## config.mk

```make
export PLATFORM = sky130hd
export DESIGN_NAME = lgge_ram
export DESIGN_NICKNAME = d
export VERILOG_FILES = /design/src/sv/life_grid_generation_engine_assert.svh /design/src/sv/lgge_ram.sv
export SDC_FILE = /design/constraint.sdc
export NUM_CORES = 2
export LEC_CHECK = 0
export ABC_CLOCK_PERIOD_IN_PS = 8000
export BUFFER_PORTS_ARGS = -buffer_cell sky130_fd_sc_hd__buf_2
export CAP_MARGIN = 10
export CELL_PAD_IN_SITES_DETAIL_PLACEMENT = 0
export CELL_PAD_IN_SITES_GLOBAL_PLACEMENT = 1
export CORE_MARGIN = 2
export CORE_UTILIZATION = 30
export CTS_BUF_LIST = sky130_fd_sc_hd__clkbuf_8
export DETAILED_ROUTE_END_ITERATION = 12
export HOLD_SLACK_MARGIN = 0.03
export PLACE_DENSITY = 0.58
export SKIP_CTS_REPAIR_TIMING = 1
export SLEW_MARGIN = 20
export SYNTH_ARGS = -nofsm -noshare
export SYNTH_HDL_FRONTEND = slang
export SYNTH_SLANG_ARGS = --single-unit
```

## constraint.sdc

```tcl
create_clock -name clk -period 8 [get_ports clk]
set_input_delay 2.4 -clock clk [delete_from_list [all_inputs] [get_ports clk]]
set_output_delay 2.4 -clock clk [all_outputs]
set_load 0.01 [all_outputs]
```

## src/sv/life_grid_generation_engine_assert.svh

```systemverilog
// ----------------------------------------------------------------------------
// Assertion macros for the life grid generation engine
// Concurrent assertion wrappers that drop out of synthesis builds.
// ----------------------------------------------------------------------------
`ifndef LIFE_GRID_GENERATION_ENGINE_ASSERT_SVH
`define LIFE_GRID_GENERATION_ENGINE_ASSERT_SVH
`ifndef SYNTHESIS
// checked while out of reset
`define LGGE_ASSERT(lbl, clk, rst, prop, msg) \
  lbl: assert property (@(posedge clk) disable iff (rst) prop) else $error(msg);
// checked on every edge, reset included
`define LGGE_ASSERT_ALWAYS(lbl, clk, prop, msg) \
  lbl: assert property (@(posedge clk) prop) else $error(msg);
`else
`define LGGE_ASSERT(lbl, clk, rst, prop, msg)
`define LGGE_ASSERT_ALWAYS(lbl, clk, prop, msg)
`endif
`endif

```

## src/sv/lgge_ram.sv

```systemverilog
// ----------------------------------------------------------------------------
// lgge_ram
// Generic single-write, single-read RAM with registered read data.
// ----------------------------------------------------------------------------
module lgge_ram #(
  parameter int WIDTH = 64,
  parameter int DEPTH = 64,
  parameter int AW    = 6
) (
  input  logic             clk,
  input  logic             wr_en,
  input  logic [AW-1:0]    wr_addr,
  input  logic [WIDTH-1:0] wr_data,
  input  logic [AW-1:0]    rd_addr,
  output logic [WIDTH-1:0] rd_data
);

  logic [WIDTH-1:0] mem [DEPTH];

  // write port, read returns old data on a collision
  always_ff @(posedge clk) begin
    if (wr_en) begin
      mem[wr_addr] <= wr_data;
    end
    rd_data <= mem[rd_addr];
  end

endmodule

```

==> flow_metrics.tcl <==
set metrics [dict create \
    final_common_cell "edfxtp_1" \
    drt_pass1_iterations 6 \
    avgRoutedWirePerCell_um 31.6 \
    setup_viol 0 \
    min_period_ns 4.52 \
    syn_area_per_cell_um2 23.7 \
    fin_skew_ns 0.0639 \
    fin_crit_sh_pct 56.5 \
    mostFrequentLayoutCells "4096 x edfxtp_1, 1024 x mux4_2, 678 x clkbuf_8" \
    fp.coreArea_mm2 0.520 \
    multi_input_area_mm2 0.0308 \
    worstSetupEndpointType "flop" \
    cts-htree-levels 6 \
    drtAntennaViolNets 0 \
    tightest_slew_ns 1.13 \
    synthCells 6598 \
    drc 0 \
    gp_congestion 0.740 \
    max_cap_violations 0 \
    power_mw 43.0 \
    start_kind "primary input" \
    antenna_found_initial 55 \
    wl_mm 463 \
    post-dp-hpwl_mm 226 \
    root_buffer "clkbuf_8" \
    die_h_um 726 \
    cp_max_fo 104 \
    rsz0062_at_grt "false" \
    grt_pass1_wl_mm 638 \
    hold_end "rd_data[18]" \
    grt_max_degree 105 \
    area.growth.synth_to_final_pct 14.6 \
    synthArstFlopShare_pct 0 \
    worstSetupPathType "primary input to flop" \
    synth_fp_nets 6676 \
    status "finished, final reports clean" \
    holdCritStartpoint "mem[46][18]" \
    clkTransAtPathRegs_ns 0.06 \
    ios 142 \
    synth_cell_types 33 \
    layout.nets 7278 \
    cts_made_buffers 635 \
    powerDensity_mw_per_mm2 240 \
    ys.flop_type "edfxtp_1" \
    clock_latency_ns 1.13 \
    cts.sinks 4160 \
    synth_edf_count 4096 \
    die_w_um 726 \
    slew_violations 0 \
    worstPathRequired_ns 8.92 \
    r2r_cells 5 \
    ys_seq_elements 4160 \
    io_buffer_count 141 \
    ir_drop_uv 132 \
    drt_iter0_markers 8154 \
    overflow 0 \
    via_count 75617 \
    maxSlewHeadroom_pct 24.9 \
    crit-reg2reg-launch "mem[13][34]" \
    rows 265 \
    fmax_ghz 0.221 \
    r2r-end "rd_data[34]" \
    p_leak_nw 55.3 \
    fp.dieArea_mm2 0.527 \
    setup-tns-final_ns 0 \
    drive_above_1_share_pct 29.3 \
    r2r_slack_ns 5.89 \
    vias_per_cell 5.15 \
    grt_pass1_vias 78347 \
    hold_path.class "flop to flop" \
    initial_core_util_pct 30.1 \
    cts_tree "yes" \
    worstPathArrival_ns 5.44 \
    cts_buffer_depth 4 \
    fillers 48326 \
    yosysSeqAreaShare_pct 79.5 \
    track_usage_pct 17.2 \
    hold_violations 0 \
    register_area_mm2 0.124 \
    syn_area_mm2 0.156 \
    ys_warn_count 0 \
    whs_path_depth 4 \
]
[worst max path at each step]
stage / cells after the start / start / end / slack (ns)
after floorplan: 4 / wr_addr[3] / mem[48][0] / 0.16
after global placement: 7 / rd_addr[2] / rd_data[27] / 2.32
after detailed placement: 7 / rd_addr[2] / rd_data[27] / 2.30
after CTS: 1 / rd_data[6] / rd_data[6] / 3.38
after global routing: 7 / rd_addr[0] / rd_data[31] / 3.39
final: 7 / rd_addr[2] / rd_data[27] / 3.48
[Yosys cell counts, types with 2 or more instances]
cell type	instances	area, um2
and2_1	3	18.8
nand3_1	45	225
or2_2	28	175
a211oi_1	63	473
a41oi_1	26	228
nand3b_1	2	15.0
o22ai_1	83	519
buf_4	34	255
a22o_1	88	771
nor3_1	2	10.0
a31oi_1	18	113
mux2i_1	135	1350
inv_1	19	71.3
clkbuf_1	140	526
nor2_1	112	420
nand2b_1	11	68.8
and3_1	64	400
dfxtp_1	64	1280
nand2_1	58	218
mux4_2	1024	23100
or3_1	29	181
nand4_1	2	12.5
nor2b_1	28	175
o221ai_1	38	333
buf_2	170	851
a22oi_1	168	1260
a2bb2oi_1	19	166
buf_6	6	67.6
buf_1	20	75.1
edfxtp_1	4096	123000
[routing by layer]
| metal | vias to the layer above | wire (um) | track usage [%] |
|---|---|---|---|
| met1 | 42006 | 183000 | 21.8 |
| met5 | - | 129 | 0 |
| met2 | 3030 | 238000 | 30.3 |
| met4 | 20 | 14000 | 5.15 |
| li1 | 29825 | - | - |
| met3 | 736 | 28200 | 2.59 |
[logic make-up (layout without fill, tap and decap cells)]
family	after synthesis	after routing	synth area share, %
buffers and inverters	389	1502	1.18
AND/OR/NAND/NOR	386	386	1.24
multiplexers	1159	1159	15.6
other	0	24	0
flip-flops	4160	4160	79.5
AO/OA/AOI/OAI	504	504	2.48
[registers in the layout (all words and copies together), names as in the netlist]
| signal | flops |
|---|---|
| mem | 4096 |
| rd_data | 64 |
[critical path, cell delays in order]
cell and delay (ns):
buf_8 0.44, buf_12 0.51, nor2b_4 0.31, buf_12 0.63, a22oi_1 0.14, and3_1 0.24
a211oi_1 0.50
[metrics by stage]
step / worst slack [ns] / cell area [um2] / hold WS, ns / std cells / utilization [%]
6_report: 3.48 / 179000 / 0.832 / 14677 / 34.5
5_1_grt: 3.39 / 179000 / 0.877 / 14661 / 34.4
4_1_cts: 3.38 / 179000 / 0.834 / 14649 / 34.4
3_5_place_dp: 2.30 / 167000 / 0.820 / 13501 / 32.1
3_3_place_gp: 2.32 / 167000 / 0.817 / 13500 / 32.1
2_1_floorplan: 0.164 / 156000 / 0.788 / 6598 / -
[area by class of cell]
class	count	area share, %
antenna	24	0.0335
clock buffer	678	5.21
clock inverter	470	1.37
inverter	19	0.0398
multi-input combinational	2049	17.2
sequential	4160	69.4
tap	6942	4.85
timing repair buffer	335	1.93
[power by group]
group / internal, mW / total [mW] / switching [mW]
Clock: 8.34 / 16.6 / 8.30
Combinational: 0.757 / 2.06 / 1.31
Sequential: 24.1 / 24.3 / 0.128
No activity file was read; power rests on OpenSTA's default activity.
