[config.mk]
export PLATFORM = sky130hd
export DESIGN_NAME = lgge_row_unit
export DESIGN_NICKNAME = d
export VERILOG_FILES = /design/src/sv/life_grid_generation_engine_assert.svh /design/src/sv/lgge_pkg.sv /design/src/sv/lgge_row_unit.sv
export SDC_FILE = /design/constraint.sdc
export NUM_CORES = 1
export LEC_CHECK = 0
export ABC_AREA = 1
export BUFFER_PORTS_ARGS = -buffer_cell sky130_fd_sc_hd__buf_2
export CAP_MARGIN = 20
export CORE_MARGIN = 3
export CORE_UTILIZATION = 51
export DETAILED_ROUTE_END_ITERATION = 10
export PLACE_DENSITY = 0.75
export SETUP_SLACK_MARGIN = 0.05
export SKIP_LAST_GASP = 1
export SLEW_MARGIN = 20
export SYNTH_ARGS = -nofsm -noshare
export SYNTH_HDL_FRONTEND = slang
export SYNTH_SLANG_ARGS = --single-unit
[constraint.sdc]
create_clock -name vclk -period 5.5
set_clock_uncertainty 0.05 [all_clocks]
set_input_delay 0.825 -clock vclk [all_inputs]
set_output_delay 0.825 -clock vclk [all_outputs]
set_load 0.02 [all_outputs]
[src/sv/life_grid_generation_engine_assert.svh]
// ----------------------------------------------------------------------------
// Assertion macros for the life grid generation engine
// Concurrent assertion wrappers that drop out of synthesis builds.
// ----------------------------------------------------------------------------
`ifndef LIFE_GRID_GENERATION_ENGINE_ASSERT_SVH
`define LIFE_GRID_GENERATION_ENGINE_ASSERT_SVH
`ifndef SYNTHESIS
// checked while out of reset
`define LGGE_ASSERT(lbl, clk, rst, prop, msg) \
  lbl: assert property (@(posedge clk) disable iff (rst) prop) else $error(msg);
// checked on every edge, reset included
`define LGGE_ASSERT_ALWAYS(lbl, clk, prop, msg) \
  lbl: assert property (@(posedge clk) prop) else $error(msg);
`else
`define LGGE_ASSERT(lbl, clk, rst, prop, msg)
`define LGGE_ASSERT_ALWAYS(lbl, clk, prop, msg)
`endif
`endif

[src/sv/lgge_pkg.sv]
// ----------------------------------------------------------------------------
// lgge_pkg
// Shared types and constants of the life grid generation engine.
// ----------------------------------------------------------------------------
package lgge_pkg;

  // command codes
  localparam logic [1:0] CMD_SET  = 2'd0;
  localparam logic [1:0] CMD_STEP = 2'd1;
  localparam logic [1:0] CMD_READ = 2'd2;

  // B3/S23 neighbor counts
  localparam logic [3:0] BIRTH_COUNT   = 4'd3;
  localparam logic [3:0] SURVIVE_COUNT = 4'd2;

  // register reset values and field widths
  localparam logic [6:0] WIDTH_RESET  = 7'd40;
  localparam logic [6:0] HEIGHT_RESET = 7'd20;
  localparam int         DIM_W        = 7;
  localparam int         ROW_BITS_W   = 64;
  localparam int         ROW_IDX_W    = 6;
  localparam int         S_TDATA_W    = 16;
  localparam int         M_TDATA_W    = 72;

  // sequencer states
  typedef enum logic [2:0] {
    ST_IDLE,
    ST_SET_WR,
    ST_STEP_UP,
    ST_STEP_MID,
    ST_STEP_ROW,
    ST_READ_ROW,
    ST_RESULT
  } state_t;

endpackage

[src/sv/lgge_row_unit.sv]
// ----------------------------------------------------------------------------
// lgge_row_unit
// Next generation of one grid row from the old rows above, at and below it,
// with horizontal wraparound at the configured width.
// ----------------------------------------------------------------------------
module lgge_row_unit #(
  parameter int COLS   = 64,
  parameter int COL_AW = 6
) (
  input  logic [COLS-1:0]   up,
  input  logic [COLS-1:0]   mid,
  input  logic [COLS-1:0]   dn,
  input  logic [COLS-1:0]   mask,
  input  logic [COL_AW-1:0] last_col,
  output logic [COLS-1:0]   next_row
);

  logic [COLS-1:0] up_m;
  logic [COLS-1:0] mid_m;
  logic [COLS-1:0] dn_m;
  logic [COLS-1:0] res;

  assign up_m  = up & mask;
  assign mid_m = mid & mask;
  assign dn_m  = dn & mask;

  // one lane per column
  for (genvar c = 0; c < COLS; c++) begin : g_lane
    localparam int CL = (c == 0) ? 0 : c - 1;
    localparam int CR = (c == COLS - 1) ? 0 : c + 1;
    logic [7:0] nb;
    logic [3:0] cnt;

    // left / right neighbors, wrapping at the last used column
    always_comb begin
      nb[0] = (c == 0) ? up_m[last_col] : up_m[CL];
      nb[1] = up_m[c];
      nb[2] = (COL_AW'(c) == last_col) ? up_m[0] : up_m[CR];
      nb[3] = (c == 0) ? mid_m[last_col] : mid_m[CL];
      nb[4] = (COL_AW'(c) == last_col) ? mid_m[0] : mid_m[CR];
      nb[5] = (c == 0) ? dn_m[last_col] : dn_m[CL];
      nb[6] = dn_m[c];
      nb[7] = (COL_AW'(c) == last_col) ? dn_m[0] : dn_m[CR];
    end

    assign cnt = 4'(nb[0]) + 4'(nb[1]) + 4'(nb[2]) + 4'(nb[3])
               + 4'(nb[4]) + 4'(nb[5]) + 4'(nb[6]) + 4'(nb[7]);

    assign res[c] = mask[c] & ((cnt == lgge_pkg::BIRTH_COUNT) ||
                               (mid_m[c] && (cnt == lgge_pkg::SURVIVE_COUNT)));
  end

  // cells beyond the width keep their value
  assign next_row = (mid & ~mask) | res;

endmodule

==> impl_results.md <==
- WHS Path Cells: 3
- Placeable core area: 31700 sq um
- Hpwl dp: 48.3 mm
- Die Area: 34500 sq um
- Weighted congestion at the end of routability-driven global placement: 0.957
- Max-slew headroom: 70.4%
- Filler cells: 3024
- Setup repair after global routing missed its margin: true
- Kind of critical path: in -> out
- Yosys synthesis warning count: 0
- Setup_tns: 0 ns
- Worst-path maximum fanout: 7
- Setup slack after layout: 0.110 ns
- Arrival @ worst endpoint: 4.51 ns
- Maximum resistive drop on vdd: 83.0 uV
- Sum of routed wire length over all layers: 56.1 mm
- Width of the chip: 186 um
- Worst hold slack: 1.93 ns
- Slowest cell on the critical path: sky130_fd_sc_hd__fa_1
- Final hold viol count: 0
- Standby leakage power: 12.1 nW
- Clock Buffer Count: 0
- Wire length of the first global-routing pass: 87.9 mm
- Unique cell type count in the Yosys netlist: 32
- Synth Net Count: 3272
- Cell accounting for the most synthesized area: sky130_fd_sc_hd__fa_1
- Post-DRT Antenna Nets: 0
- Critical path's most frequent cell: sky130_fd_sc_hd__fa_1
- Non-filler instance count after layout: 3354
- Req. time, crit path: 4.62 ns
- Top-area cell type share of the netlist area: 31.1%
- Sequence of cells on the critical path: buf_2 -> nor2_2 -> inv_2 -> buf_4 -> nor2_4 -> nand2_2 -> nand2_1 -> o21ai_0 -> fa_1 -> inv_1 -> fa_1 -> inv_1 -> fa_1 -> fa_1 -> a2111o_1 -> a21oi_2 -> buf_4
- Number of nets in the final layout: 3662
- Remaining routing DRC violations: 0
- Share of layout cells above drive strength 1: 16.6%
- CP Launch Type: input pin
- Worst Hold End: next_row[47]
- Transition time of the tightest slew-check pin: 0.445 ns
- Post-placement worst setup slack: 0.0182 ns
- Critical Path Sink Type: primary output
- First-iteration detailed-routing DRC count: 1551
- Number of violations of the max-capacitance limit: 0
- Final Critical Period: 5.39 ns
- Total power per unit cell area: 145 nW/um^2
- Effective utilization at floorplan: 51.9%
- Via count of the first global-routing pass: 17500
- GRT Resource Usage Total: 31.9%
- Via density per instance: 5.37
- Final period util: 98.0%
- Max-slew violation count: 0
- Count of port buffers added during placement: 326
- Portion of the post-synthesis area used by sequential elements: 0%
- Class of the most critical hold timing path: in -> out
- Vias post-DR: 18000
- 1st-pass router iterations: 6
- Pin count of the biggest net entering global routing: 35
- Sequential cell count: 0
- Cts-stage hold buffer count: 0
- Storage cell area: 0 sq um
- Result of the run: completed
- Initial antenna violation count: 4
- Avg Synthesized Cell Area: 6.43 sq um
- Combined area of all synthesized cells: 16500 sq um
- Max incr delay on CP: 0.52 ns
- Cell count after synthesis: 2562
- Routed wire per std cell: 16.7 um
- Top cells by area, synth: sky130_fd_sc_hd__fa_1, sky130_fd_sc_hd__nand2_1, sky130_fd_sc_hd__ha_1
- Number of top-level design ports: 326
- Number of cells in the design after placement: 3345
- Floorplan row count: 65
- Startpoint of the most critical hold path: mask[47]
- Total global routing overflow: 0
- Vertical extent of the die: 186 um
- Final setup viols: 0
- Peak clock frequency supported by timing: 0.186 GHz
- Area growth, synth to finish: 18.1%
==> area by class of cell <==
cell class	instances	area, sq um	area share (%)
Tap cell	402	503	2.59
Timing Repair Buffer	432	2510	12.9
Antenna cell	2	5.00	0.0257
Multi-Input combinational cell	1960	14300	73.7
Inverter	558	2110	10.8
==> synthesized netlist by cell type <==
cell and number:
sky130_fd_sc_hd__a2111o_1 11, sky130_fd_sc_hd__a211o_1 22, sky130_fd_sc_hd__a211oi_1 1, sky130_fd_sc_hd__a21oi_1 135, sky130_fd_sc_hd__a22oi_1 1, sky130_fd_sc_hd__a31oi_1 2, sky130_fd_sc_hd__buf_1 1, sky130_fd_sc_hd__buf_2 16
sky130_fd_sc_hd__buf_4 3, sky130_fd_sc_hd__buf_6 5, sky130_fd_sc_hd__clkbuf_1 19, sky130_fd_sc_hd__clkinv_1 2, sky130_fd_sc_hd__fa_1 256, sky130_fd_sc_hd__ha_1 192, sky130_fd_sc_hd__inv_1 551, sky130_fd_sc_hd__inv_2 4
sky130_fd_sc_hd__inv_4 1, sky130_fd_sc_hd__nand2_1 844, sky130_fd_sc_hd__nand2_2 1, sky130_fd_sc_hd__nand2_4 2, sky130_fd_sc_hd__nand3_1 18, sky130_fd_sc_hd__nand4_1 34, sky130_fd_sc_hd__nor2_1 200, sky130_fd_sc_hd__nor2_2 7
sky130_fd_sc_hd__nor2_4 2, sky130_fd_sc_hd__nor3_1 1, sky130_fd_sc_hd__o2111ai_1 1, sky130_fd_sc_hd__o21ai_0 178, sky130_fd_sc_hd__o21ai_1 23, sky130_fd_sc_hd__o32ai_1 1, sky130_fd_sc_hd__xnor2_1 11, sky130_fd_sc_hd__xor2_1 17
==> power breakdown <==
part	internal (mW)	total [mW]	leakage (nW)	switching, mW
combinational	1.14	2.82	12.1	1.68
clock	0.0000000487	0.0000000487	0.0000127	0
sequential	0	0	0	0
total	1.14	2.82	12.1	1.68
==> logic make-up (layout without fill, tap and decap cells) <==
group	count (synthesis)	after routing	synth area share [%]
other cells	0	2	0
fa+ha+maj	448	448	45.7
compound gates	375	375	12.4
simple gates	1109	1109	26.2
buf+inv	602	990	14.2
xor+xnor	28	28	1.49
==> timing repair <==
| action | CTS | global route |
|---|---|---|
| pin swaps | 0 | 6 |
| gates resized for setup | 2 | 95 |
| setup buffers | 0 | 7 |
| endpoints found under the setup margin | 5 | 56 |
==> worst max path at each step <==
stage	end	slack (ns)	start
finish	next_row[49]	0.11	last_col[3]
global route	next_row[58]	-0.04	last_col[2]
CTS	next_row[15]	0.003	last_col[1]
detailed placement	next_row[15]	0.02	last_col[1]
global placement	next_row[0]	0.07	last_col[3]
floorplan	next_row[0]	0.15	last_col[1]
==> critical path: cells and delay by family <==
kind,cells,cell delay (ns)
adders and majority gates,4,1.89
buffers and inverters,6,0.64
AOI/OAI and AO/OA,3,0.68
and+or+nand+nor,4,0.47
==> cell usage in the layout, fill, tap and decap left out, types with 4 or more instances in the layout <==
master,synthesis,layout
sky130_fd_sc_hd__inv_1,551,550
sky130_fd_sc_hd__xnor2_1,11,11
sky130_fd_sc_hd__nand3_1,18,18
sky130_fd_sc_hd__a21oi_1,135,133
sky130_fd_sc_hd__inv_2,4,4
sky130_fd_sc_hd__nand2_1,844,829
sky130_fd_sc_hd__xor2_1,17,17
sky130_fd_sc_hd__buf_4,3,106
sky130_fd_sc_hd__nand4_1,34,34
sky130_fd_sc_hd__o21ai_0,178,151
sky130_fd_sc_hd__buf_2,16,318
sky130_fd_sc_hd__buf_6,5,4
sky130_fd_sc_hd__ha_1,192,192
sky130_fd_sc_hd__a2111o_1,11,11
sky130_fd_sc_hd__o21ai_2,0,5
sky130_fd_sc_hd__a211o_1,22,22
sky130_fd_sc_hd__nor2_2,7,8
sky130_fd_sc_hd__nand2_2,1,15
sky130_fd_sc_hd__fa_1,256,253
sky130_fd_sc_hd__o21ai_1,23,45
sky130_fd_sc_hd__nor2_4,2,11
sky130_fd_sc_hd__nor2_1,200,190
==> through the flow <==
stage	total power, mW	area (sq um)	util (%)
6_report	2.82	19500	61.3
3_5_place_dp	2.73	19100	60.3
5_1_grt	3.23	19500	61.3
3_3_place_gp	2.61	19100	60.3
4_1_cts	2.76	19100	60.4
2_1_floorplan	1.89	16500	-
==> routing by layer <==
layer	share of wire (%)	GRT usage (%)
met5	0.048	0
met4	3.6	9.29
met3	8.7	3.26
met2	47	54.4
met1	41	43.2
No activity file was read; power rests on OpenSTA's default activity.
